--- config.mk ---
export PLATFORM = sky130hd
export DESIGN_NAME = dsfc_box_ram
export DESIGN_NICKNAME = d
export VERILOG_FILES = /design/src/assert_macros.svh /design/src/dsfc_pkg.sv /design/src/dsfc_box_ram.sv
export SDC_FILE = /design/constraint.sdc
export NUM_CORES = 2
export LEC_CHECK = 0
export BUFFER_PORTS_ARGS = -buffer_cell sky130_fd_sc_hd__buf_4
export CAP_MARGIN = 10
export CELL_PAD_IN_SITES_DETAIL_PLACEMENT = 1
export CELL_PAD_IN_SITES_GLOBAL_PLACEMENT = 1
export CORE_ASPECT_RATIO = 2
export CORE_MARGIN = 2
export CORE_UTILIZATION = 45
export CTS_CLUSTER_SIZE = 14
export DETAILED_ROUTE_END_ITERATION = 7
export MAX_ROUTING_LAYER = met4
export PLACE_DENSITY_LB_ADDON = 0.1
export SKIP_CTS_REPAIR_TIMING = 1
export SYNTH_ARGS = -nofsm -noshare
export SYNTH_HDL_FRONTEND = slang
export SYNTH_SLANG_ARGS = --single-unit
--- constraint.sdc ---
create_clock -name i_clk -period 6.13 [get_ports i_clk]
set_input_delay 0.9195 -clock i_clk [delete_from_list [all_inputs] [get_ports i_clk]]
set_output_delay 0.9195 -clock i_clk [all_outputs]
set_load 0.05 [all_outputs]
--- src/assert_macros.svh ---
// assertion macros used by the top-level rtl file
`ifndef ASSERT_MACROS_SVH
`define ASSERT_MACROS_SVH
`ifndef NO_ASSERTIONS
// check on every clock edge outside reset
`define DSFC_ASSERT(lbl, prop, msg) \
    lbl: assert property (@(posedge i_clk) disable iff (!i_rst_n) prop) else $error(msg);
// check on every clock edge, reset included
`define DSFC_ASSERT_ALWAYS(lbl, prop, msg) \
    lbl: assert property (@(posedge i_clk) prop) else $error(msg);
`else
`define DSFC_ASSERT(lbl, prop, msg)
`define DSFC_ASSERT_ALWAYS(lbl, prop, msg)
`endif
`endif

--- src/dsfc_pkg.sv ---
// shared constants and types for the dual s-box stream cipher core
package dsfc_pkg;
    localparam int BOX_W         = 8;
    localparam int BOX_AW        = 8;
    localparam int MIX_ROUNDS    = 3;
    localparam int MAX_KEY_BYTES = 32;
    localparam int HASH_BYTES    = 32;
    localparam int KLEN_W        = 6;
    localparam int KIDX_W        = 5;
    localparam int ROUND_W       = (MIX_ROUNDS > 1) ? $clog2(MIX_ROUNDS) : 1;
    localparam int HASH_W        = (HASH_BYTES > 1) ? $clog2(HASH_BYTES) : 1;
    localparam int CFG_IDX_W     = 3;
    localparam int CFG_DATA_W    = 64;
    localparam int OP_W          = 2;

    // opcodes
    localparam logic [OP_W-1:0] OP_KEY    = 2'd0;
    localparam logic [OP_W-1:0] OP_DATA   = 2'd1;
    localparam logic [OP_W-1:0] OP_HASH   = 2'd2;
    localparam logic [OP_W-1:0] OP_UNUSED = 2'd3;

    // configuration register indexes
    localparam logic [CFG_IDX_W-1:0] REG_KEY0    = 3'd0;
    localparam logic [CFG_IDX_W-1:0] REG_KEY1    = 3'd1;
    localparam logic [CFG_IDX_W-1:0] REG_KEY2    = 3'd2;
    localparam logic [CFG_IDX_W-1:0] REG_KEY3    = 3'd3;
    localparam logic [CFG_IDX_W-1:0] REG_KEY_LEN = 3'd4;
    localparam logic [CFG_IDX_W-1:0] REG_DECRYPT = 3'd5;

    // one access request to a box memory
    typedef struct packed {
        logic              we;
        logic [BOX_AW-1:0] waddr;
        logic [BOX_W-1:0]  wdata;
        logic              re;
        logic [BOX_AW-1:0] raddr;
    } t_box_req;
endpackage

--- src/dsfc_box_ram.sv ---
// 256 x 8 s-box memory, one write and one registered read per cycle
module dsfc_box_ram (
    input  logic                         i_clk,
    input  dsfc_pkg::t_box_req           i_req,
    output logic [dsfc_pkg::BOX_W-1:0]   o_rdata
);
    import dsfc_pkg::*;

    logic [BOX_W-1:0] r_mem [2**BOX_AW];
    logic [BOX_W-1:0] r_rdata;

    // write port
    always_ff @(posedge i_clk) begin
        if (i_req.we) begin
            r_mem[i_req.waddr] <= i_req.wdata;
        end
    end

    // read port, data held while not enabled
    always_ff @(posedge i_clk) begin
        if (i_req.re) begin
            r_rdata <= r_mem[i_req.raddr];
        end
    end

    assign o_rdata = r_rdata;
endmodule

Yosys cells after proc, flatten, opt, wreduce, memory -nomap -nowiden --
Memories as Yosys holds them, arrays and structs flattened. A register that Yosys moved wholly into a read port is not among the register bits. Cells that the tools add are included.
Word-level totals: ROM bits 0, memories 1, input port bits 27, register bits after elaboration 0, bits in latches 0, output and inout port bits 8, bits in writable memories 2048
Memory list:
- r_mem | words 256, bits a word 8, rd ports 1, clocked after Yosys merged registers in 1, write ports 1, RTL line dsfc_box_ram.sv:9 | logic [BOX_W-1:0] r_mem [2**BOX_AW];
Cells by class: divide/modulo/power cells 0, reduce and logical (&&, ||, !) cells 0, magnitude comparators 0, equality and inequality tests 0, add/sub/neg operators 0, $mul 0, bitwise logic cells 0, shifts and indexed selects 0, multiplexer cells 2
Operator list (count):
- two-way mux 1 bit | 2

Logic depth before layout (Yosys ltp) --
depth in word-level cells 2, depth in mapped cells 11, mapped depth without buffers 6

Least setup slack after synthesis --
OpenSTA, ideal clock, no wires.
kind input to register, from in i_req[0] (netlist bit), to reg r_rdata[2] (netlist: o_rdata[2]), read port of r_mem (data pin), buffers on the path 4, library setup time 0.269 ns, stages 9, slack 3.134 ns, data arrival time 2.727 ns, cell sequence buf_6 buf_12 buf_8 buf_2 mux4_2 a22oi_1 a21oi_1 nor4_1 nor4_2
RTL lines:
- start: declaration | RTL line dsfc_box_ram.sv:4 | input dsfc_pkg::t_box_req i_req,
- end: declaration | RTL line dsfc_box_ram.sv:10 | logic [BOX_W-1:0] r_rdata;

==> flow_metrics.tcl <==
set metrics [dict create \
    wirelength_mm 227 \
    grt_pass1_wl_mm 323 \
    place_hpwl_mm 146 \
    slew_headroom_pct 14.8 \
    fmax_mhz 228 \
    syn_nets 3760 \
    mostFrequentLayoutCells "2056 x edfxtp_1, 454 x mux4_2, 279 x nor2_1" \
    cts_buffer_depth 4 \
    hold_path.class "in -> reg" \
    io_pins 35 \
    run_status "completed" \
    worst_pin_slew_ns 1.27 \
    drtIter0Drc 3212 \
    synthFlopType "edfxtp_1" \
    grt_usage_pct 26.3 \
    timing.final.crit_share_pct 71.6 \
    synth_mux_area_share_pct 14.6 \
    final_nets 3853 \
    synthAdderAreaFrac_pct 0 \
    numCtsBuffers 185 \
    yosysSeqAreaShare_pct 77.5 \
    synth_cell_types 54 \
    critPathLaunchType "input pin" \
    grt_max_degree 185 \
    antenna_found_initial 9 \
    tns_ns 0 \
    synth_top_family_by_area "multiplexers" \
    p_leak_nw 26.6 \
    core_sq_um 176000 \
    powerDensity_nw_per_um2 316 \
    cts_tree "done" \
    routed_via_density 6.12 \
    die_area_sq_um 181000 \
    place_congestion 0.851 \
    syn2layout_area_growth_pct 10.3 \
    mostFrequentLayoutCell "edfxtp_1" \
    vias 38200 \
    worst_ir_drop_vdd_v 0.000238 \
    synth_seq_cells 2056 \
    synth-simple-area-share_pct 2.63 \
    die_w_microns 301 \
    drive_gt1_share_pct 21.1 \
    final_hold_viol_count 0 \
    clockRootBuffer "clkbuf_16" \
    grt_pass1_vias 41400 \
    finalMaxSlewViolations 0 \
    io_buffers 34 \
    rows 218 \
    path_clk_slew_ns 0.07 \
    drv_cap 0 \
    synth-compound-area-share_pct 3.42 \
    antenna_left 0 \
    drc 0 \
    cts.sinks 2056 \
    critPathCaptureType "register" \
    power_w 0.0277 \
    critPathMaxFanout 57 \
    finalCriticalPeriod_ns 4.39 \
    syn_inst 3733 \
    ys_warn_count 0 \
    clk_latency_ns 0.82 \
    synth_edf_count 2056 \
    rrSetupSlack_ns 2.95 \
    final-setup-viol-count 0 \
    post_drt_wl_per_cell_microns 36.3 \
    cp_data_arrival_time_ns 4.92 \
    fin_util_pct 49.8 \
    htree_levels 4 \
    synth-xor-area-share_pct 0 \
    syn_avg_cell_area_sq_um 21.3 \
    critPathKind "in -> reg" \
    die_h_microns 599 \
    initial_utilization_pct 45.2 \
    rsz0062_at_grt "false" \
    synthesis.area_sq_um 79600 \
    dr.pass1.iters 5 \
    worst_ep_required_time_ns 6.67 \
    grt_overflow 0 \
    clock_skew_ns 0.0474 \
    async_flop_share_pct 0 \
]
-- worst max-delay path: stages --
cell and delay (ns):
buf_8 0.50, buf_12 0.47, buf_12 0.32, mux4_2 0.57, a22o_1 0.25, a221oi_1 0.53, o221ai_1 0.32, a211oi_2 0.77
nor4_1 0.09
-- where the power goes --
group | switching (W) | total (W) | leakage (nW) | internal [W]
Clock | 0.00498 | 0.0107 | 2.57 | 0.00576
Sequential | 0.0000202 | 0.0155 | 18.5 | 0.0155
Combinational | 0.00100 | 0.00148 | 5.59 | 0.000474
-- cell families (layout without fill, tap and decap cells) --
group / Yosys count / after routing
other: 0 / 8
flip-flops: 2056 / 2056
AND/OR/NAND/NOR: 466 / 466
multiplexers: 591 / 591
AO/OA/AOI/OAI: 385 / 385
buffers and inverters: 235 / 432
-- cell usage after synthesis (2+ instances only) --
library cell | count | share of area, %
nor3_1 | 22 | 0.14
nor4_1 | 24 | 0.19
buf_8 | 13 | 0.25
nor2_1 | 282 | 1.3
o22ai_1 | 28 | 0.22
a211oi_1 | 16 | 0.15
a22oi_1 | 133 | 1.3
buf_2 | 31 | 0.19
a311oi_1 | 2 | 0.022
o22a_1 | 5 | 0.055
mux2i_1 | 134 | 1.7
or2_2 | 4 | 0.031
clkbuf_1 | 111 | 0.52
o32ai_1 | 4 | 0.044
buf_6 | 21 | 0.30
a2111oi_0 | 2 | 0.022
o21ai_0 | 10 | 0.063
o21ai_1 | 2 | 0.013
a221oi_1 | 13 | 0.14
o221ai_1 | 46 | 0.51
nand3b_1 | 2 | 0.019
and3b_1 | 2 | 0.022
and2_1 | 6 | 0.047
nand3_1 | 34 | 0.21
a22o_1 | 8 | 0.088
a21oi_1 | 96 | 0.60
buf_1 | 22 | 0.10
nor4_2 | 3 | 0.047
mux4_2 | 454 | 13
o211ai_1 | 10 | 0.094
nand2_1 | 33 | 0.16
buf_4 | 27 | 0.25
nand4_1 | 10 | 0.079
buf_12 | 8 | 0.20
nor2b_1 | 31 | 0.24
edfxtp_1 | 2056 | 78
mux4_1 | 2 | 0.066
a2111oi_1 | 2 | 0.025
nand2b_1 | 8 | 0.063
a31oi_1 | 2 | 0.016
-- path summary, 6_finish.rpt --
kind | startpoint | cells past startpoint | to
worst max-delay path | i_req[0] | 9 | o_rdata[3]
worst min register to register | r_mem[6][2] | 5 | o_rdata[2]
worst min-delay path | i_req[8] | 1 | o_rdata[3]
worst max register to register | r_mem[101][2] | 7 | o_rdata[2]
-- per-layer routing --
metal	vias to the layer above	routed length (microns)	global-route usage [%]
li1	15800	-	-
met5	-	0	-
met4	0	10300	10.7
met1	20900	81200	29.6
met2	1120	126000	47.2
met3	346	9880	3.10
-- layout make-up --
cell class	count	area, sq um
multi-input cells	1442	16500
diodes	8	20.0
repair buffers	139	1380
clock buffers	231	4930
fillers	15600	88400
inverters	2	7.51
flip-flops and latches	2056	61700
clock inverters	60	342
well taps	2310	2890
-- sequential cells by signal, indices dropped and copies added (netlist names) --
register	flops
r_mem	2048
o_rdata	8
-- through the flow --
| step | instances | cell area (sq um) | hold slack (ns) | worst slack, ns |
|---|---|---|---|---|
| finish | 6248 | 87800 | 0.501 | 1.74 |
| global route | 6246 | 87800 | 0.465 | 1.72 |
| CTS | 6240 | 87800 | 0.423 | 1.80 |
| detailed placement | 5949 | 82500 | 1.10 | 0.873 |
| global placement | 5948 | 82500 | 1.09 | 0.357 |
| floorplan | 3733 | 79600 | 0.864 | 3.13 |
(Power assumes the default switching activity.)
